`src/hw/rtl/tmlc_pkg.sv`:
```
// Shared types, constants and helper functions of the tiny MLP classifier.
`default_nettype none

package tmlc_pkg;

	// Command codes of the input channel.
	localparam logic [1:0] CMD_LOAD_WEIGHT = 2'd0;
	localparam logic [1:0] CMD_LOAD_TABLE  = 2'd1;
	localparam logic [1:0] CMD_CLASSIFY    = 2'd2;

	// Result kinds of the output channel.
	localparam logic KIND_ACK  = 1'b0;
	localparam logic KIND_WORD = 1'b1;

	// Default network shape.
	localparam int DEF_NUM_FEATURES = 7;
	localparam int DEF_NUM_HIDDEN   = 2;
	localparam int DEF_HIDDEN_SHIFT = 5;

	// Fixed sizes of the interface and the activation table.
	localparam int FEATURE_FIELDS = 7;
	localparam int TABLE_DEPTH    = 256;
	localparam int TABLE_AW       = 8;
	localparam int WORD_W         = 25;
	localparam int PROD_W         = 17;

	// Store write broadcast to the lanes and the merge stage.
	typedef struct packed {
		logic       weight_we;
		logic       table_we;
		logic [7:0] index;
		logic [7:0] value;
	} load_t;

	// Hand-off from the front end to the merge stage.
	typedef struct packed {
		logic merge;
		logic ack;
		logic last;
	} issue_t;

	// A bias weight scaled by 255, done as a shift and a subtract.
	function automatic logic signed [PROD_W-1:0] mul255(input logic signed [7:0] w);
		logic signed [PROD_W-1:0] x;
		x = PROD_W'(w);
		return (x <<< 8) - x;
	endfunction

endpackage

`default_nettype wire

```
`src/hw/rtl/tmlc_pack.sv`:
```
// Output unit merge, threshold, four-lane packing and output register.
`default_nettype none

module tmlc_pack #(
	parameter int NUM_FEATURES = tmlc_pkg::DEF_NUM_FEATURES,
	parameter int NUM_HIDDEN   = tmlc_pkg::DEF_NUM_HIDDEN
) (
	input  wire logic                                 clk,
	input  wire logic                                 arst_n,
	input  wire tmlc_pkg::load_t                      load,
	input  wire tmlc_pkg::issue_t                     issue,
	input  wire logic signed [tmlc_pkg::PROD_W-1:0]   oprod [NUM_HIDDEN],
	output logic                                      busy,
	output logic                                      out_valid,
	input  wire logic                                 out_ready,
	output logic                                      result_kind,
	output logic [tmlc_pkg::WORD_W-1:0]               packed_word,
	output logic                                      last_word
);
	import tmlc_pkg::*;

	localparam int HID_COUNT = (NUM_FEATURES + 1) * NUM_HIDDEN;
	localparam int OUT_W     = PROD_W + $clog2(NUM_HIDDEN + 1);

	logic signed [7:0]       ob_q;
	logic signed [OUT_W-1:0] sum;
	logic                    y;
	logic                    v_s5;
	logic                    ack_s5;
	logic                    y_s5;
	logic                    last_s5;
	logic [2:0]              pend_q;
	logic [1:0]              slot_q;
	logic [3:0]              lanes;
	logic [WORD_W-1:0]       word;
	logic                    go;
	logic                    emit;
	logic                    out_valid_q;
	logic                    result_kind_q;
	logic [WORD_W-1:0]       packed_word_q;
	logic                    last_word_q;

	always_ff @(posedge clk) begin
		if (load.weight_we && load.index == 8'(HID_COUNT)) begin
			ob_q <= load.value;
		end
	end

	always_comb begin
		sum = OUT_W'(mul255(ob_q));
		for (int n = 0; n < NUM_HIDDEN; n++) begin
			sum = sum + OUT_W'(oprod[n]);
		end
		y = sum > 0;
	end

	// Pending lanes are filled in order, so bits above the slot are zero.
	always_comb begin
		lanes = {1'b0, pend_q} | (4'(y_s5) << slot_q);
		word  = '0;
		for (int k = 0; k < 4; k++) begin
			word[8*k] = lanes[k];
		end
	end

	assign go   = v_s5 && (!out_valid_q || out_ready);
	assign emit = ack_s5 || slot_q == 2'd3 || last_s5;
	assign busy = v_s5;

	always_ff @(posedge clk or negedge arst_n) begin
		if (!arst_n) begin
			v_s5        <= 1'b0;
			out_valid_q <= 1'b0;
			pend_q      <= '0;
			slot_q      <= '0;
		end else begin
			if (issue.ack || issue.merge) begin
				v_s5 <= 1'b1;
			end else if (go) begin
				v_s5 <= 1'b0;
			end
			if (go && emit) begin
				out_valid_q <= 1'b1;
			end else if (out_valid_q && out_ready) begin
				out_valid_q <= 1'b0;
			end
			if (go && !ack_s5) begin
				if (emit) begin
					pend_q <= '0;
					slot_q <= '0;
				end else begin
					pend_q <= lanes[2:0];
					slot_q <= slot_q + 2'd1;
				end
			end
		end
	end

	always_ff @(posedge clk) begin
		if (issue.ack || issue.merge) begin
			ack_s5  <= issue.ack;
			y_s5    <= y;
			last_s5 <= issue.last;
		end
		if (go) begin
			if (ack_s5) begin
				result_kind_q <= KIND_ACK;
				packed_word_q <= WORD_W'(1);
				last_word_q   <= 1'b1;
			end else begin
				result_kind_q <= KIND_WORD;
				packed_word_q <= word;
				last_word_q   <= last_s5;
			end
		end
	end

	assign out_valid   = out_valid_q;
	assign result_kind = result_kind_q;
	assign packed_word = packed_word_q;
	assign last_word   = last_word_q;

endmodule

`default_nettype wire

```
`config.mk`:
```
export PLATFORM = sky130hd
export DESIGN_NAME = tmlc_pack
export DESIGN_NICKNAME = d
export VERILOG_FILES = /design/src/hw/rtl/tmlc_pkg.sv /design/src/hw/rtl/tmlc_pack.sv
export SDC_FILE = /design/constraint.sdc
export NUM_CORES = 1
export LEC_CHECK = 0
export CORE_ASPECT_RATIO = 1.2
export CORE_MARGIN = 1
export CORE_UTILIZATION = 30
export CTS_BUF_LIST = sky130_fd_sc_hd__clkbuf_16
export DETAILED_ROUTE_END_ITERATION = 12
export DONT_BUFFER_PORTS = 1
export PLACE_DENSITY = 0.48
export SYNTH_ARGS = -nofsm -noshare
export SYNTH_HDL_FRONTEND = slang
export SYNTH_SLANG_ARGS = --single-unit
```
`constraint.sdc`:
```
create_clock -name clk -period 4 [get_ports clk]
set_input_delay 0.6 -clock clk [delete_from_list [all_inputs] [get_ports clk]]
set_output_delay 0.6 -clock clk [all_outputs]
set_load 0.02 [all_outputs]
```
==> impl_metrics.yaml <==
cells_and_area:
  layout-drive-gt1-share_pct: 13.6
  insertedDiodeCount: 0
  layout.nets: 429
  utilization_pct: 33.7
  fill_cells: 996
  final_cells: 439
  area_growth_pct: 9.18
  design_area_um2: 3190
synthesis:
  ys_dominant_reg_cell: "edfxtp_1"
  postSynthAreaPerCell_um2: 9.60
  synth.distinct_cells: 61
  syn_area_um2: 2920
  async_reset_ff_share_pct: 29.2
  synth-seq-cells: 24
  yosysWarnings: 0
  ys_seq_area_share_pct: 23.5
  synthCells: 304
  synth_edf_count: 17
critical_path:
  endpoint_kind: "register"
  cp.required_ps: 4000
  critPathKind: "reg2reg"
  rr_startpoint: "ob_q[7]$_DFFE_PP_"
  cp_max_fo: 8
  cp-start-kind: "register"
  reg2regPathDepth: 12
  r2r_slack_ps: 200
  r2r_end: "y_s5$_DFFE_PP_"
  cp_data_arrival_time_ps: 3800
cts:
  clock_sinks: 24
  cts_buffers: 3
  cts_tree: "done"
  cts_root_buf: "clkbuf_16"
  clock_latency_ps: 250
  clkTransAtPathRegs_ps: 60
  clockBufferDepth: 2
  ctsHoldBuffers: 0
  h-tree-depth: 1
timing:
  finalClockSkew_ps: 3.34
  min_period_over_period_pct: 95.0
  fmax_mhz: 263
  slew_violations: 0
  slew_headroom_pct: 34.8
  setup_viol: 0
  worstMarginPinSlew_ps: 975
  timing.hold.ws_ps: 37.8
  final.setup.worst_slack_ps: 199
  layout_min_cycle_time_ps: 3800
  hold_violations: 0
  tns_ps: 0
power_and_ir_drop:
  power_density_nw_per_um2: 341
  intPower_uw: 666
  p_seq_share_pct: 31.0
  p_clk_share_pct: 19.2
  p_switching_uw: 421
  vdd_ir_drop_max_mv: 0.286
  fin_total_pwr_mw: 1.09
  p_sw_share_pct: 38.7
  comb_power_share_pct: 49.8
  leakagePower_nw: 1.41
floorplan:
  core-area_um2: 9470
  row_count: 39
  die_y_um: 110
  die_w_um: 92.0
  start_util_pct: 30.8
  pin_count: 87
  die-area_um2: 10100
global_routing:
  grt_first_pass_wirelength_um: 9790
  antenna_found_initial: 0
  grt_usage_pct: 12.2
  grt_max_degree: 14
  grt_pass1_vias: 2108
  gr-total-overflow: 0
drt:
  drtIter0Drc: 42
  ant_nets: 0
  drc: 0
  vias_per_cell: 4.69
  routed_wl_um: 5900
  num_vias: 2060
  drtPass1Iterations: 4
  post_drt_wl_per_cell_um: 13.4
place:
  post-place-cells: 434
  place_ws_ps: -106
  dpl_cell_area_um2: 3050
  portBuffers: 0
  place_congestion: 0.813
  place_hpwl_um: 5240
hold_path:
  hp-class: "in2async"
job:
  cap_violations: 0
outcome:
  status: "finished clean"
==> worst max path at each step <==
stage	start	end	slack, ps	cells after the start
3_3_place_gp	oprod[1]	y_s5$_DFFE_PP_	-60	13
2_1_floorplan	ob_q[7]$_DFFE_PP_	y_s5$_DFFE_PP_	150	14
4_1_cts	ob_q[1]$_DFFE_PP_	y_s5$_DFFE_PP_	40	14
5_1_grt	ob_q[1]$_DFFE_PP_	y_s5$_DFFE_PP_	-20	14
3_5_place_dp	oprod[1]	y_s5$_DFFE_PP_	-110	13
6_report	ob_q[7]$_DFFE_PP_	y_s5$_DFFE_PP_	200	12
==> synthesized netlist by cell type (all sizes together), types with 2 or more instances <==
| library cell | n | area share, % |
|---|---|---|
| a2111oi | 2 | 1.2 |
| a211oi | 4 | 1.2 |
| a21oi | 15 | 2.7 |
| a31oi | 3 | 0.64 |
| and2b | 2 | 0.60 |
| and3 | 2 | 0.43 |
| buf | 25 | 6.6 |
| dfrtp | 7 | 6.0 |
| edfxtp | 17 | 17 |
| fa | 27 | 19 |
| ha | 27 | 12 |
| inv | 55 | 7.1 |
| mux2i | 3 | 1.0 |
| nand2 | 13 | 1.7 |
| nand2b | 3 | 0.64 |
| nand3 | 6 | 1.0 |
| nand3b | 6 | 1.5 |
| nand4 | 2 | 0.43 |
| nor2 | 19 | 2.4 |
| nor2b | 2 | 0.43 |
| nor3 | 6 | 1.0 |
| nor3b | 4 | 1.0 |
| nor4 | 3 | 0.86 |
| o2111ai | 4 | 1.4 |
| o211a | 2 | 0.69 |
| o21a | 2 | 0.56 |
| o21ai | 8 | 1.4 |
| o21bai | 2 | 0.51 |
| o22ai | 2 | 0.64 |
| o31ai | 3 | 0.77 |
| or2 | 2 | 0.43 |
| or2b | 3 | 0.77 |
| or3 | 2 | 0.43 |
| or3b | 2 | 0.60 |
| xnor2 | 3 | 0.90 |
| xor2 | 2 | 0.60 |
==> layout by cell type (no fill, tap or decap), types with 3 or more instances in the layout <==
cell / synthesis / routed
fa_1: 27 / 27
xnor2_1: 3 / 3
a31oi_1: 3 / 3
conb_1: 1 / 21
clkbuf_16: 0 / 3
or2b_1: 3 / 3
mux2i_1: 3 / 3
nand2b_1: 3 / 3
nand2_1: 13 / 13
nand3_1: 6 / 6
inv_1: 53 / 52
o21ai_0: 8 / 8
a211oi_1: 3 / 3
nor2_1: 19 / 19
nand3b_1: 6 / 6
dfrtp_1: 7 / 7
nor3_1: 6 / 6
ha_1: 27 / 26
inv_2: 2 / 4
a21oi_1: 14 / 13
nor3b_1: 4 / 3
o2111ai_2: 1 / 3
edfxtp_1: 17 / 17
buf_4: 22 / 13
==> area by class of cell <==
type | count | area [um2] | share of cell area, %
clock buffer | 3 | 75.1 | 2.36
clock inverter | 1 | 3.75 | 0.118
inverter | 55 | 206 | 6.48
multi-input combinational | 220 | 1960 | 61.6
sequential | 24 | 686 | 21.5
tap | 123 | 154 | 4.83
timing repair buffer | 13 | 97.6 | 3.06
==> timing repair <==
action	CTS	global route
setup buffers	0	1
resized for setup	1	11
endpoints found under the hold margin	0	0
setup endpoints to repair	1	1
pin swaps	0	6
==> critical path: stages, from the launching register on <==
cell	delay, ps
edfxtp_1	350
inv_1	140
buf_4	190
fa_1	450
fa_1	480
ha_1	440
inv_2	80
o31a_1	320
o22ai_1	180
o32ai_1	120
or4_4	540
nor4_4	160
a21oi_2	100
==> layer usage <==
layer / share of wire [%] / GRT usage, % / vias up / wire (um)
met1: 48 / 16.1 / 975 / 2850
met2: 48 / 22.0 / 61 / 2810
li1: - / - / 1024 / -
met4: 0 / 1.12 / 0 / 0
met3: 4.1 / 1.58 / 0 / 244
met5: 0 / 0 / - / 0
==> logic make-up after synthesis <==
logic type,Yosys count,synth area share (%)
DFF,24,23.5
buffers and inverters,80,13.7
AOI/OAI and AO/OA,57,14.8
muxes,3,1.03
xor gates and xnor gates,5,1.50
adders and majority gates,54,30.1
other,1,0.129
and+or+nand+nor,80,15.3
==> power by group through the flow <==
stage	combinational (mW)	sequential [mW]	clock, mW
2_1_floorplan	0.432	0.335	0
3_3_place_gp	0.515	0.343	0
3_5_place_dp	0.521	0.342	0
4_1_cts	0.525	0.337	0.214
5_1_grt	0.614	0.342	0.224
6_report	0.542	0.337	0.208
==> state kept, by name, indices dropped and copies added, names as in the netlist <==
name	cells
last_s5	1
last_word	1
pend_q	3
out_valid	1
busy	1
slot_q	2
packed_word	4
ob_q	8
ack_s5	1
result_kind	1
y_s5	1
Power figures use the tool's default switching activity.
